$ cat config.mk
export PLATFORM = sky130hd
export DESIGN_NAME = buzzer_note_pulse_generator_core
export DESIGN_NICKNAME = d
export VERILOG_FILES = /design/src/design/bnpg_pkg.sv /design/src/design/buzzer_note_pulse_generator_core.sv /design/src/design/bnpg_dp.sv /design/src/design/bnpg_ctrl.sv
export SDC_FILE = /design/constraint.sdc
export NUM_CORES = 1
export LEC_CHECK = 0
export BUFFER_PORTS_ARGS = -buffer_cell sky130_fd_sc_hd__buf_2
export CAP_MARGIN = 20
export CELL_PAD_IN_SITES_DETAIL_PLACEMENT = 2
export CELL_PAD_IN_SITES_GLOBAL_PLACEMENT = 2
export CORE_MARGIN = 8
export CORE_UTILIZATION = 42
export CTS_CLUSTER_DIAMETER = 200
export DETAILED_ROUTE_END_ITERATION = 10
export PLACE_DENSITY_LB_ADDON = 0.1
export SYNTH_ARGS = -nofsm -noshare
export SYNTH_HDL_FRONTEND = slang
export SYNTH_SLANG_ARGS = --single-unit
$ cat constraint.sdc
create_clock -name clk -period 6.35 [get_ports clk]
set_clock_uncertainty 0.2 [all_clocks]
set_input_delay 0.3175 -clock clk [delete_from_list [all_inputs] [get_ports clk]]
set_output_delay 0.3175 -clock clk [all_outputs]
set_load 0.1 [all_outputs]
$ cat src/design/bnpg_pkg.sv
// bnpg_pkg: shared widths, constants, phase codes and control structs
// for the buzzer note pulse generator; no dependencies
package bnpg_pkg;

    localparam int FREQ_W = 16;
    localparam int DUR_W  = 16;
    localparam int GAP_W  = 16;
    localparam int PER_W  = 20;
    localparam int HALF_W = 19;
    localparam int CYC_W  = 23;
    localparam int TMR_W  = 26;
    localparam int DIV_W  = 26;
    localparam int CNT_W  = 5;
    localparam int PH_W   = 3;
    localparam int PDATA_W = 32;

    localparam int DIV1_ITER = HALF_W;
    localparam int DIV2_ITER = DIV_W;

    localparam logic [GAP_W-1:0] GAP_RESET     = 16'd2000;
    localparam logic [DIV_W-1:0] HALF_NUM      = 26'd500000;
    localparam logic [TMR_W-1:0] MS_TO_US      = 26'd1000;
    localparam logic [DIV_W-1:0] DIV1_DIVIDEND = HALF_NUM << (DIV_W - DIV1_ITER);

    localparam logic OP_TICK = 1'b0;
    localparam logic OP_LOAD = 1'b1;

    localparam logic [PH_W-1:0] PH_IDLE = 3'd0;
    localparam logic [PH_W-1:0] PH_HIGH = 3'd1;
    localparam logic [PH_W-1:0] PH_LOW  = 3'd2;
    localparam logic [PH_W-1:0] PH_REST = 3'd3;
    localparam logic [PH_W-1:0] PH_GAP  = 3'd4;

    typedef struct packed {
        logic step;
        logic div1_start;
        logic div_step;
        logic div2_start;
        logic finish;
    } bnpg_cmd_t;

    typedef struct packed {
        logic needs_div;
        logic div_last;
    } bnpg_status_t;

endpackage

$ cat src/design/buzzer_note_pulse_generator_core.sv
// a tick, a rejected load or a rest gives its registered result in the cycle after acceptance
// a sounded note load runs 19 + 26 steps of the shared restoring divider
// (one quotient bit per cycle) plus setup and finish; the next item is taken after that
// throughput: one tick per cycle while results are taken
// reset: rst_n is asynchronous, active low; phase goes idle, timers clear, gap register = 2000
module buzzer_note_pulse_generator_core (
    input  logic                                clk,
    input  logic                                rst_n,
    input  logic                                in_valid,
    output logic                                in_stall,
    input  logic                                opcode,
    input  logic [bnpg_pkg::FREQ_W-1:0]         note_freq_hz,
    input  logic [bnpg_pkg::DUR_W-1:0]          note_duration_ms,
    output logic                                out_valid,
    input  logic                                out_stall,
    output logic                                pin_level,
    output logic                                busy_res,
    output logic                                load_rejected,
    output logic                                note_done,
    input  logic                                psel,
    input  logic                                penable,
    input  logic                                pwrite,
    input  logic [2:0]                          paddr,
    input  logic [bnpg_pkg::PDATA_W-1:0]        pwdata,
    output logic [bnpg_pkg::PDATA_W-1:0]        prdata,
    output logic                                pready
);
    import bnpg_pkg::*;

    bnpg_cmd_t        cmd;
    bnpg_status_t     status;
    logic             cfg_we;
    logic [GAP_W-1:0] gap_value;

    assign pready = 1'b1;
    assign cfg_we = psel && penable && pwrite && (paddr[2] == 1'b0);
    assign prdata = (paddr[2] == 1'b0) ? PDATA_W'(gap_value) : '0;

    bnpg_ctrl u_ctrl (
        .clk       (clk),
        .rst_n     (rst_n),
        .in_valid  (in_valid),
        .in_stall  (in_stall),
        .out_valid (out_valid),
        .out_stall (out_stall),
        .status    (status),
        .cmd       (cmd)
    );

    bnpg_dp u_dp (
        .clk              (clk),
        .rst_n            (rst_n),
        .cmd              (cmd),
        .status           (status),
        .opcode           (opcode),
        .note_freq_hz     (note_freq_hz),
        .note_duration_ms (note_duration_ms),
        .cfg_we           (cfg_we),
        .cfg_wdata        (pwdata[GAP_W-1:0]),
        .gap_value        (gap_value),
        .pin_level        (pin_level),
        .busy_res         (busy_res),
        .load_rejected    (load_rejected),
        .note_done        (note_done)
    );

endmodule

$ cat src/design/bnpg_dp.sv
// bnpg_dp: note state, tick timers, shared restoring divider,
// gap register and result registers; depends on bnpg_pkg
module bnpg_dp (
    input  logic                              clk,
    input  logic                              rst_n,
    input  bnpg_pkg::bnpg_cmd_t               cmd,
    output bnpg_pkg::bnpg_status_t            status,
    input  logic                              opcode,
    input  logic [bnpg_pkg::FREQ_W-1:0]       note_freq_hz,
    input  logic [bnpg_pkg::DUR_W-1:0]        note_duration_ms,
    input  logic                              cfg_we,
    input  logic [bnpg_pkg::GAP_W-1:0]        cfg_wdata,
    output logic [bnpg_pkg::GAP_W-1:0]        gap_value,
    output logic                              pin_level,
    output logic                              busy_res,
    output logic                              load_rejected,
    output logic                              note_done
);
    import bnpg_pkg::*;

    logic [GAP_W-1:0]  gap_reg;
    logic [PH_W-1:0]   phase_reg, phase_next;
    logic [PER_W-1:0]  pulse_reg, pulse_next;
    logic [PER_W-1:0]  low_reg, low_next;
    logic [CYC_W-1:0]  cycles_reg, cycles_next;
    logic [TMR_W-1:0]  timer_reg, timer_next;
    logic [DIV_W-1:0]  quo_reg, quo_next;
    logic [PER_W-1:0]  rem_reg, rem_next;
    logic [PER_W-1:0]  dvsr_reg, dvsr_next;
    logic [CNT_W-1:0]  cnt_reg, cnt_next;
    logic [TMR_W-1:0]  prod_reg, prod_next;
    logic              pin_reg, busy_reg, rej_reg, done_reg;
    logic              rej_c, done_c;

    logic [TMR_W-1:0]  dur_us;
    logic [PER_W:0]    trial;
    logic [PER_W-1:0]  period;
    logic [PER_W-1:0]  pulse_calc;
    logic [CYC_W-1:0]  quot_cycles;

    assign dur_us      = TMR_W'(note_duration_ms) * MS_TO_US;
    assign trial       = {rem_reg, quo_reg[DIV_W-1]} - {1'b0, dvsr_reg};
    assign period      = {quo_reg[HALF_W-1:0], 1'b0};
    assign pulse_calc  = period >> 3;
    assign quot_cycles = quo_reg[CYC_W-1:0];

    assign status.needs_div = (opcode == OP_LOAD) && (phase_reg == PH_IDLE)
                              && (note_freq_hz != '0);
    assign status.div_last  = (cnt_reg == '0);

    always_comb
    begin
        logic [TMR_W-1:0] t_dec;
        logic [CYC_W-1:0] c_dec;
        phase_next  = phase_reg;
        pulse_next  = pulse_reg;
        low_next    = low_reg;
        cycles_next = cycles_reg;
        timer_next  = timer_reg;
        quo_next    = quo_reg;
        rem_next    = rem_reg;
        dvsr_next   = dvsr_reg;
        cnt_next    = cnt_reg;
        prod_next   = prod_reg;
        rej_c       = 1'b0;
        done_c      = 1'b0;
        t_dec       = (timer_reg == '0) ? '0 : timer_reg - 1'b1;
        c_dec       = (cycles_reg == '0) ? '0 : cycles_reg - 1'b1;

        if (cmd.step)
        begin
            if (opcode == OP_LOAD)
            begin
                if (phase_reg != PH_IDLE)
                begin
                    rej_c = 1'b1;
                end
                else
                begin
                    // rest: frequency of zero
                    timer_next = dur_us;
                    if (dur_us == '0)
                        done_c = 1'b1;
                    else
                        phase_next = PH_REST;
                end
            end
            else if (phase_reg != PH_IDLE)
            begin
                timer_next = t_dec;
                if (t_dec == '0)
                begin
                    case (phase_reg)
                        PH_HIGH:
                        begin
                            phase_next = PH_LOW;
                            timer_next = TMR_W'(low_reg);
                        end
                        PH_LOW:
                        begin
                            cycles_next = c_dec;
                            if (c_dec != '0)
                            begin
                                phase_next = PH_HIGH;
                                timer_next = TMR_W'(pulse_reg);
                            end
                            else if (gap_reg == '0)
                            begin
                                phase_next = PH_IDLE;
                                timer_next = '0;
                                done_c     = 1'b1;
                            end
                            else
                            begin
                                phase_next = PH_GAP;
                                timer_next = TMR_W'(gap_reg);
                            end
                        end
                        default:
                        begin
                            phase_next = PH_IDLE;
                            done_c     = 1'b1;
                        end
                    endcase
                end
            end
        end

        if (cmd.div1_start)
        begin
            quo_next  = DIV1_DIVIDEND;
            rem_next  = '0;
            dvsr_next = PER_W'(note_freq_hz);
            cnt_next  = CNT_W'(DIV1_ITER - 1);
            prod_next = dur_us;
        end

        if (cmd.div_step)
        begin
            cnt_next = cnt_reg - 1'b1;
            if (!trial[PER_W])
            begin
                rem_next = trial[PER_W-1:0];
                quo_next = {quo_reg[DIV_W-2:0], 1'b1};
            end
            else
            begin
                rem_next = {rem_reg[PER_W-2:0], quo_reg[DIV_W-1]};
                quo_next = {quo_reg[DIV_W-2:0], 1'b0};
            end
        end

        if (cmd.div2_start)
        begin
            pulse_next = pulse_calc;
            low_next   = period - pulse_calc;
            dvsr_next  = period;
            quo_next   = prod_reg;
            rem_next   = '0;
            cnt_next   = CNT_W'(DIV2_ITER - 1);
        end

        if (cmd.finish)
        begin
            cycles_next = quot_cycles;
            if (quot_cycles != '0)
            begin
                phase_next = PH_HIGH;
                timer_next = TMR_W'(pulse_reg);
            end
            else if (gap_reg == '0)
            begin
                phase_next = PH_IDLE;
                timer_next = '0;
                done_c     = 1'b1;
            end
            else
            begin
                phase_next = PH_GAP;
                timer_next = TMR_W'(gap_reg);
            end
        end
    end

    always_ff @(posedge clk or negedge rst_n)
    begin
        if (!rst_n)
        begin
            gap_reg    <= GAP_RESET;
            phase_reg  <= PH_IDLE;
            pulse_reg  <= '0;
            low_reg    <= '0;
            cycles_reg <= '0;
            timer_reg  <= '0;
        end
        else
        begin
            if (cfg_we)
                gap_reg <= cfg_wdata;
            phase_reg  <= phase_next;
            pulse_reg  <= pulse_next;
            low_reg    <= low_next;
            cycles_reg <= cycles_next;
            timer_reg  <= timer_next;
        end
    end

    // divider and result payload
    always_ff @(posedge clk)
    begin
        quo_reg  <= quo_next;
        rem_reg  <= rem_next;
        dvsr_reg <= dvsr_next;
        cnt_reg  <= cnt_next;
        prod_reg <= prod_next;
        if (cmd.step || cmd.finish)
        begin
            pin_reg  <= (phase_next == PH_HIGH);
            busy_reg <= (phase_next != PH_IDLE);
            rej_reg  <= rej_c;
            done_reg <= done_c;
        end
    end

    assign gap_value     = gap_reg;
    assign pin_level     = pin_reg;
    assign busy_res      = busy_reg;
    assign load_rejected = rej_reg;
    assign note_done     = done_reg;

endmodule

$ cat src/design/bnpg_ctrl.sv
// bnpg_ctrl: handshake control and load sequencing state machine
// depends on bnpg_pkg
module bnpg_ctrl (
    input  logic                   clk,
    input  logic                   rst_n,
    input  logic                   in_valid,
    output logic                   in_stall,
    output logic                   out_valid,
    input  logic                   out_stall,
    input  bnpg_pkg::bnpg_status_t status,
    output bnpg_pkg::bnpg_cmd_t    cmd
);
    import bnpg_pkg::*;

    localparam logic [2:0] S_IDLE   = 3'd0;
    localparam logic [2:0] S_DIV1   = 3'd1;
    localparam logic [2:0] S_SETUP2 = 3'd2;
    localparam logic [2:0] S_DIV2   = 3'd3;
    localparam logic [2:0] S_FINISH = 3'd4;

    logic [2:0] state_reg, state_next;
    logic       out_valid_reg, out_valid_next;
    logic       out_free;
    logic       accept;

    assign out_free = !out_valid_reg || !out_stall;
    assign in_stall = (state_reg != S_IDLE) || !out_free;
    assign accept   = in_valid && !in_stall;

    always_comb
    begin
        state_next = state_reg;
        cmd        = '0;
        case (state_reg)
            S_IDLE:
            begin
                if (accept)
                begin
                    if (status.needs_div)
                    begin
                        cmd.div1_start = 1'b1;
                        state_next     = S_DIV1;
                    end
                    else
                    begin
                        cmd.step = 1'b1;
                    end
                end
            end
            S_DIV1:
            begin
                cmd.div_step = 1'b1;
                if (status.div_last)
                    state_next = S_SETUP2;
            end
            S_SETUP2:
            begin
                cmd.div2_start = 1'b1;
                state_next     = S_DIV2;
            end
            S_DIV2:
            begin
                cmd.div_step = 1'b1;
                if (status.div_last)
                    state_next = S_FINISH;
            end
            S_FINISH:
            begin
                if (out_free)
                begin
                    cmd.finish = 1'b1;
                    state_next = S_IDLE;
                end
            end
            default:
            begin
                state_next = S_IDLE;
            end
        endcase
    end

    always_comb
    begin
        out_valid_next = out_valid_reg && out_stall;
        if (cmd.step || cmd.finish)
            out_valid_next = 1'b1;
    end

    always_ff @(posedge clk or negedge rst_n)
    begin
        if (!rst_n)
        begin
            state_reg     <= S_IDLE;
            out_valid_reg <= 1'b0;
        end
        else
        begin
            state_reg     <= state_next;
            out_valid_reg <= out_valid_next;
        end
    end

    assign out_valid = out_valid_reg;

endmodule

==> results of run 1 <==
## final cells by class
type | count | area, um2 | share of cell area, %
flip-flops and latches | 206 | 5390 | 29.8
clock buffers | 30 | 687 | 3.79
clock inverters | 20 | 201 | 1.11
multi-input cells | 1311 | 9470 | 52.3
repair buffers | 167 | 1160 | 6.41
well taps | 511 | 639 | 3.53
inverters | 147 | 552 | 3.05
## metrics by stage
stage / hold WS (ns) / instances / power [uW] / utilization [%] / area (um2)
after floorplan: -0.178 / 1762 / 6270 / - / 15900
after global placement: 0.276 / 2305 / 8190 / 45.1 / 16900
after detailed placement: 0.285 / 2305 / 8540 / 45.1 / 16900
after CTS: 0.108 / 2391 / 10200 / 48.4 / 18100
after global routing: 0.138 / 2392 / 11000 / 48.4 / 18100
final: 0.157 / 2392 / 10400 / 48.4 / 18100
## how the worst max path moves through the flow
stage	depth (start not counted)	startpoint	endpoint	slack (ns)
after detailed placement	18	note_duration_ms[7]	u_dp.pin_level	-0.15
after CTS	18	note_duration_ms[7]	u_dp.pin_level	0.41
after floorplan	19	note_duration_ms[10]	u_dp.busy_res	0.37
after global routing	20	note_duration_ms[0]	u_dp.pin_level	0.11
final	20	note_duration_ms[0]	u_dp.pin_level	0.28
after global placement	18	note_duration_ms[6]	u_dp.pin_level	0.01
## placed cells by master (no fill, tap or decap), drive strengths merged, types with 27 or more instances in the layout
| cell type | Yosys | final |
|---|---|---|
| nor4 | 39 | 39 |
| xor2 | 27 | 27 |
| mux2 | 28 | 28 |
| buf | 28 | 130 |
| nand2 | 165 | 165 |
| dlygate4sd3 | 0 | 36 |
| fa | 56 | 56 |
| edfxtp | 72 | 72 |
| nor2 | 110 | 110 |
| xnor2 | 33 | 33 |
| clkbuf | 70 | 31 |
| mux2i | 37 | 37 |
| dfrtp | 102 | 102 |
| ha | 93 | 93 |
| nand3 | 53 | 53 |
| inv | 147 | 148 |
| nor3 | 37 | 37 |
| nor2b | 27 | 27 |
| a21o | 27 | 27 |
| o21ai | 156 | 156 |
| a21oi | 74 | 74 |
## repair_timing
action | 4_1_cts | 5_1_grt
hold buffers | 36 | 0
endpoints found under the hold margin | 95 | 0
resized for setup | 0 | 0
## report_power, final
part | switching, uW | internal [uW]
sequential | 651 | 1970
clock | 688 | 908
combinational | 3920 | 2300
## layer usage
layer | track usage [%] | part of all wire [%] | wire [um]
met1 | 35.6 | 40 | 26700
met4 | 14.1 | 5.2 | 3460
met3 | 3.92 | 4.5 | 2950
met2 | 52.2 | 50 | 33100
met5 | 0 | 0 | 0
## cell usage after synthesis, drive strengths merged (6+ instances only)
cell type / number
mux2: 28
o41ai: 7
ha: 93
clkbuf: 70
or4: 8
a21oi: 74
fa: 56
or3: 21
inv: 147
nor2: 110
dfrtp: 102
a221o: 7
nor3b: 6
a21o: 27
a22oi: 11
nand4: 21
a222oi: 8
nand3: 53
nand2: 165
dfxtp: 26
a211oi: 16
a221oi: 8
or2: 6
o21ai: 156
o31ai: 7
xnor2: 33
nor4b: 6
nor3: 37
xor2: 27
dfstp: 6
buf: 28
a31oi: 26
o21a: 17
o221ai: 6
and2: 12
nand2b: 11
nor2b: 27
a211o: 6
nor4: 39
mux2i: 37
o211ai: 26
and3: 20
edfxtp: 72
## worst max-delay path, stage by stage
cell and delay (ns):
buf_2 0.14, buf_12 0.14, inv_1 0.12, ha_1 0.37, ha_1 0.29, inv_1 0.06
fa_1 0.52, fa_1 0.55, inv_1 0.10, ha_1 0.30, a211oi_1 0.47, o21ai_0 0.31
a21o_1 0.22, a21oi_1 0.34, mux2_2 0.39, a2111o_1 0.43, o41a_1 0.53, nor4_2 0.34
buf_4 0.17, nor4_2 0.03
## kinds of logic after synthesis
| family | Yosys count |
|---|---|
| AND/OR/NAND/NOR | 566 |
| AO/OA/AOI/OAI | 453 |
| buffers and inverters | 245 |
| flip-flops | 206 |
| adder cells (fa/ha/maj) | 149 |
| multiplexers | 65 |
| XOR/XNOR | 61 |
| other | 2 |
==> metrics.txt, run 1 <==
Worst R2R Path Depth=11; die height=between 200 and 250 um; drt first pass iters=5; CP Max Fanout=5; XOR/XNOR share of the synthesized area=3.48%; deepest clock path buffer count=3; IO Count=114; total CTS buffers=27; simple logic cell fraction of the synthesized area=18.4%; Post-Syn Area=0.0158 mm2; post-synthesis register bit count=206; Seq/Total Area, Yosys=34.1%; PD cells=slightly below 600 mW/mm2; VDD IR max=about 0.26 mV; number of max-cap violations=0; H-tree depth=1; clk sinks=206; CTS clk-pin slew, worst paths=0.06 ns; Post-synth EDFFs=72; type of the worst setup path=input port to register; worst setup margin=~0.28 ns; CP endpoint kind=register; TritonCTS clock tree=built; pre-CTS setup slack=-0.154 ns; Critical R2R Launch=u_dp.timer_reg[0]; initial detailed-routing violation count=just under 900; Slew Viols, Final=0; Post-DP HPWL=46200 um; FP Rows=71; buffers added on ports=78; Post-synth top flop=dfrtp_1; clk_lat worst skew=roughly 0.59 ns; antenna cells=0; routed length per instance=27.7 um; area grow syn2layout=14.6%; area of the die=approximately 0.044 mm2; post-synthesis cell count=1747; mux cell area share after synthesis=~4.3%; RePlAce Congestion=just under 0.9; Period minus WS final=6.07 ns; largest net degree at the start of global routing=90; Leak Pwr=about 0.0078 uW; FILL cells=4058; routed wire length=66200 um; Setup crit start kind=input port; Synthesis Warnings=0; adder-cell share of the synthesized area=14.5%; grt ovf=0; Hold Vio Cnt, Final=0; share of cells above drive strength 1=12.9%; RSZ-0062 raised after global routing=false; Core ar.=0.0374 mm2; HP Start=in_valid; largest family of logic cells by synthesized area=compound AO/OA/AOI/OAI gates; total number of vias=14800; syn avg cell area=9.05 um2; outcome=completed; NumNets Final=2084; hold endpoint=u_dp.load_rejected; compound-cell area share of the yosys netlist=18.8%; Final setup viols=0; synth unique cells=95; relative slew slack=32.8%; Peak Freq=0.165 GHz; Final ANT Viol Nets=0; setup TNS=0 ns; CP required=6.42 ns; clock tree root buffer cell=clkbuf_16; global-route wire length before repair=102000 um; reg2reg end=u_dp.cycles_reg[18]; Vias/cell=6.18; worst reg-to-reg setup slack=1.49 ns; Overall Global Routing Usage=29.7%; post-route DRC violation count=0; ranking of synthesized cells by area=dfrtp_1 (16%), edfxtp_1 (14%), ha_1 (7.4%), fa_1 (7.1%), o21ai_0 (4.9%); crit share post-route=95.6%; asr flop ratio synth=52.4%; initial antenna violation count=0; Post-CTS Setup Inserts=0; number of global-route vias before repair=roughly 16000; Die Wd=210 um; hold path depth=3; Hold Crit Class=input port to register; Initial Util=a little over two fifths; largest area contributor in the netlist=dfrtp_1; Arrival @ worst endpoint=roughly 6.1 ns; share of the synthesized area in the top cell type=~16%; worst slew pin tran=approximately 1 ns
(Power assumes the default switching activity.)
==> inputs of run 2 (changes only) <==
- CORE_UTILIZATION: 42 -> 40
- GPL_TIMING_DRIVEN: unset -> 0
- TNS_END_PERCENT: unset -> 50
==> metrics.txt, run 2 (synthesized netlist as in run 1, its figures left out) <==
NumNets Final=2136 (+2.5%); clk_lat worst skew=0.57 ns (-0.02 ns); TritonCTS clock tree=built; FILL cells=4262 (+5.0%); worst reg-to-reg setup slack=1.43 ns (-0.06 ns); Initial Util=40.1% (-2.1 points); routed length per instance=27.3 um (-1.4%); total CTS buffers=27 (unchanged); buffers added on ports=78 (unchanged); clock tree root buffer cell=clkbuf_16; crit share post-route=96.8% (+1.2 points); Arrival @ worst endpoint=6.33 ns (+0.19 ns); Core ar.=0.0394 mm2 (+5.3%); Overall Global Routing Usage=28.1% (-1.5 points); area occupied by multi-input gates=0.00949 mm2 (+0.21%); final core occ=46.7% (-1.8 points); Hold Crit Class=input port to async pin; fin area=0.0184 mm2 (+1.4%); type of the worst setup path=input port to register; commonest non-fill, non-tap cell in the layout=nand2_1; number of global-route vias before repair=16500 (+0.44%); Critical Path Max Stage Delay=0.62 ns (+0.07 ns); Post-DP Area=0.0170 mm2 (+0.57%); number of max-cap violations=0 (unchanged); initial detailed-routing violation count=925 (+6.3%); global-route wire length before repair=102000 um (about the same); FP Rows=73 (+2.8%); Final setup viols=0 (unchanged); die height=215 um (+2.3%); setup TNS=0 ns (unchanged); largest net degree at the start of global routing=70 (-22%); Leak Pwr=0.00789 uW (+0.56%); VDD IR max=0.248 mV (-3.2%); Hold Vio Cnt, Final=0 (unchanged); Vias/cell=6.06 (-1.9%); Peak Freq=0.163 GHz (-1.3%); IO Count=114 (unchanged); Final ANT Viol Nets=0 (unchanged); FF/Latch Area=0.00539 mm2 (unchanged); Slew Viols, Final=0 (unchanged); CP required=6.53 ns (+0.11 ns); crit-path most repeated cell=fa_1; clk sinks=206 (unchanged); post-route DRC violation count=0 (unchanged); initial antenna violation count=1 (+1); outcome=completed; Die Wd=215 um (+2.3%); area of the die=0.0461 mm2 (+4.6%); area grow syn2layout=16.2%; share of cells above drive strength 1=12.3% (-0.61 points); deepest clock path buffer count=3 (unchanged); worst hold margin=0.0593 ns (-0.0979 ns); Period minus WS final=6.15 ns (+0.0793 ns); family with the most delay on the worst path=adder cells; most frequent cells in the layout=nand2_1 (165), o21ai_0 (154), inv_1 (142), nor2_1 (108), dfrtp_1 (102); CP cell instances=buf_2 -> clkinvlp_4 -> fa_1 -> fa_1 -> inv_1 -> fa_1 -> inv_1 -> fa_1 -> inv_1 -> ha_1 -> a211o_1 -> a21oi_2 -> o211ai_1 -> nor3b_1 -> a211o_1 -> or4_4 -> o41a_1 -> o31a_1 -> nor4_2; Post-DP HPWL=49900 um (+8.0%); grt ovf=0 (unchanged); routed wire length=67100 um (+1.4%); CP endpoint kind=register; Critical Path Slowest Stage Cell=or4_4; worst slew pin tran=1.18 ns (+0.183 ns); PD cells=560 mW/mm2 (-2.8%); drt first pass iters=7 (+2); CP Max Fanout=8 (+3); total number of vias=14900 (+0.82%); H-tree depth=1 (unchanged); relative slew slack=20.6% (-12 points); Setup crit start kind=input port; Buf/Inv on CP=5 (-1); CTS clk-pin slew, worst paths=0.07 ns (about the same); RePlAce Congestion=0.963 (+9.5%)
[run 2: changes by cell type in the layout (fill, tap and decap cells not counted), moves of 4 or more]
cell      previous run  this run
clkbuf_1             3        67
inv_1              146       142
buf_4               52        25
buf_2               77        83
clkinv_1             4         0
[run 2: final timing paths]
kind | from | to | cells past startpoint
worst max-delay path | note_duration_ms[8] | u_dp.pin_level | 19
worst min-delay path | rst_n | u_dp.cycles_reg[16] | 2
worst max register to register | u_dp.timer_reg[0] | u_dp.cycles_reg[18] | 12
worst min register to register | u_dp.rem_reg[6] | u_dp.rem_reg[6] | 2
max in group asynchronous | rst_n | u_dp.gap_value[10] | 3
min in group clk | in_valid | u_dp.load_rejected | 3
[run 2: area by class of cell]
class                           count  area share (%)
Multi-Input combinational cell   1311            51.7
Sequential cell                   206            29.4
Timing Repair Buffer              124            4.75
Clock buffer                       32            3.94
Tap cell                          525            3.58
Inverter                          147            3.09
Buffer                             95            2.43
Clock inverter                     18            1.16
Antenna cell                        1          0.0136
[run 2: report_power, final]
group	switching [uW]	internal [uW]
registers	597	1970
logic	3910	2160
clock network	674	983
total	5180	5110
[run 2: timing repair]
| item | in CTS | in global routing |
|---|---|---|
| endpoints found under the hold margin | 138 | 0 |
| setup endpoints to repair | 3 | 2 |
| hold buffers | 36 | 0 |
| resized for setup | 3 | 11 |
| buffers inserted | 1 | 6 |
| pin swaps | 1 | 4 |
[run 2: stage by stage]
step                      worst slack (ns)  instances  total power [uW]
final                                0.200       2459             10300
after global routing               -0.0270       2459             10900
after CTS                          0.00447       2454             10200
after detailed placement            -0.857       2367              8360
after global placement              -0.781       2365              8020
after floorplan                      0.365       1762              6270
[run 2: routing by layer]
metal	part of all wire, %	up-vias	global-route usage [%]
met3	4.5	130	3.08
li1	-	6629	-
met4	3.8	0	11.5
met1	41	7743	34.4
met5	0	-	0
met2	51	399	50.0
==> inputs of run 3 (changes only) <==
- REMOVE_ABC_BUFFERS: unset -> 1
- SKIP_CTS_REPAIR_TIMING: unset -> 1
==> metrics.txt, run 3 (synthesized netlist as in run 1, its figures left out) <==
global-route wire length before repair=92500 um (-9.2%); Arrival @ worst endpoint=6.13 ns (-0.20 ns); initial detailed-routing violation count=860 (-7.0%); reg2reg end=u_dp.cycles_reg[19]; CP required=6.41 ns (-0.12 ns); Hold Crit Class=input port to async pin; grt ovf=0 (unchanged); largest net degree at the start of global routing=90 (+29%); Leak Pwr=0.00772 uW (-2.1%); commonest non-fill, non-tap cell in the layout=nand2_1; deepest clock path buffer count=3 (unchanged); GR Util met1=32.9% (-1.4 points); worst hold margin=0.0514 ns (-0.00780 ns); antenna cells=0 (-1); clk sinks=206 (unchanged); number of max-cap violations=0 (unchanged); overall power=9910 uW (-3.7%); GRT busiest layer=met2; area of the die=0.0461 mm2 (unchanged); Worst R2R Path Depth=11 (-1); final core occ=45.8% (-0.90 points); CP endpoint kind=register; FP Rows=73 (unchanged); Peak Freq=0.165 GHz (+1.4%); Die Wd=215 um (unchanged); CTS clk-pin slew, worst paths=0.07 ns (about the same); most frequent cells in the layout=nand2_1 (164), o21ai_0 (153), inv_1 (145), nor2_1 (106), dfrtp_1 (102); buffers added on ports=78 (unchanged); GR Util met2=43.2% (-6.7 points); PD cells=550 mW/mm2 (-1.8%); routed wire length=60700 um (-9.6%); TritonCTS clock tree=built; routed length per instance=25.6 um (-6.1%); NumNets Final=2046 (-4.2%); share of cells above drive strength 1=11.7% (-0.65 points); relative slew slack=29.1% (+8.5 points); Hold Vio Cnt, Final=0 (unchanged); Slew Viols, Final=0 (unchanged); Final setup viols=0 (unchanged); VDD IR max=0.197 mV (-20%); drt first pass iters=5 (-2); area grow syn2layout=14.0%; Overall Global Routing Usage=25.0% (-3.1 points); crit share post-route=95.5% (-1.4 points); RePlAce Congestion=0.853 (-11%); type of the worst setup path=input port to register; Setup crit start kind=input port; outcome=completed; total number of vias=14200 (-4.8%); Vias/cell=5.99 (-1.2%); setup TNS=0 ns (unchanged); met3 Use GR=2.65% (-0.42 points); worst slew pin tran=1.06 ns (-0.122 ns); Final ANT Viol Nets=0 (unchanged); IO Count=114 (unchanged); RSZ-0062 raised after global routing=false; number of global-route vias before repair=15300 (-7.2%); clock tree root buffer cell=clkbuf_16; Initial Util=40.1% (unchanged); Period minus WS final=6.06 ns (-0.0861 ns); Critical R2R Launch=u_dp.timer_reg[0]; worst reg-to-reg setup slack=1.40 ns (-0.03 ns); Core ar.=0.0394 mm2 (unchanged); post-route DRC violation count=0 (unchanged); initial antenna violation count=0 (-1); H-tree depth=1 (unchanged); CP Max Fanout=10 (+2); total CTS buffers=27 (unchanged); Post-DP HPWL=44500 um (-11%); clk_lat worst skew=0.57 ns (about the same); die height=215 um (unchanged); CP startpoint=note_duration_ms[8]
## run 3: power by group
group	leakage (uW)	total, uW	switching (uW)	internal [uW]
Clock	0.000442	1610	673	934
Sequential	0.00224	2570	599	1970
Combinational	0.00504	5730	3620	2110
Total	0.00772	9910	4890	5020
## run 3: worst max-delay path by stage
stage | slack, ns | cells after the start | to
floorplan | 0.42 | 18 | u_dp.busy_res
global placement | -1.77 | 8 | u_dp.quo_reg[5]
detailed placement | -0.52 | 19 | u_dp.busy_res
CTS | 0.07 | 19 | u_dp.busy_res
global route | 0.03 | 17 | u_dp.busy_res
finish | 0.29 | 17 | u_dp.busy_res
## run 3: cell type report
| class | instances | area (um2) |
|---|---|---|
| clock buffer | 31 | 712 |
| multi-input combinational | 1311 | 9520 |
| timing repair buffer | 129 | 980 |
| inverter | 147 | 556 |
| clock inverter | 19 | 194 |
| tap | 525 | 657 |
| sequential | 206 | 5390 |
| fill | 4296 | 21400 |
## run 3: metrics by stage
step,worst slack (ns),std cells,cell area [um2]
2_1_floorplan,0.419,1664,15400
3_5_place_dp,-0.516,2281,16700
4_1_cts,0.0720,2331,17600
3_3_place_gp,-1.77,2267,16500
5_1_grt,0.0328,2368,18000
6_report,0.286,2368,18000
## run 3: layer usage
layer,wire (um),share of wire (%)
met5,0,0
met4,1770,2.9
met3,2190,3.6
met2,30100,50
met1,26600,44
## run 3: critical path, stage by stage
cell,delay [ns]
buf_2,0.14
clkinvlp_4,0.18
fa_1,0.56
fa_1,0.45
fa_1,0.49
fa_1,0.52
inv_1,0.04
ha_1,0.42
and3_1,0.27
a221oi_2,0.31
o211ai_1,0.23
nor3b_1,0.20
a211o_1,0.41
or4_1,0.59
o41a_1,0.42
nor4_4,0.37
o221ai_1,0.19
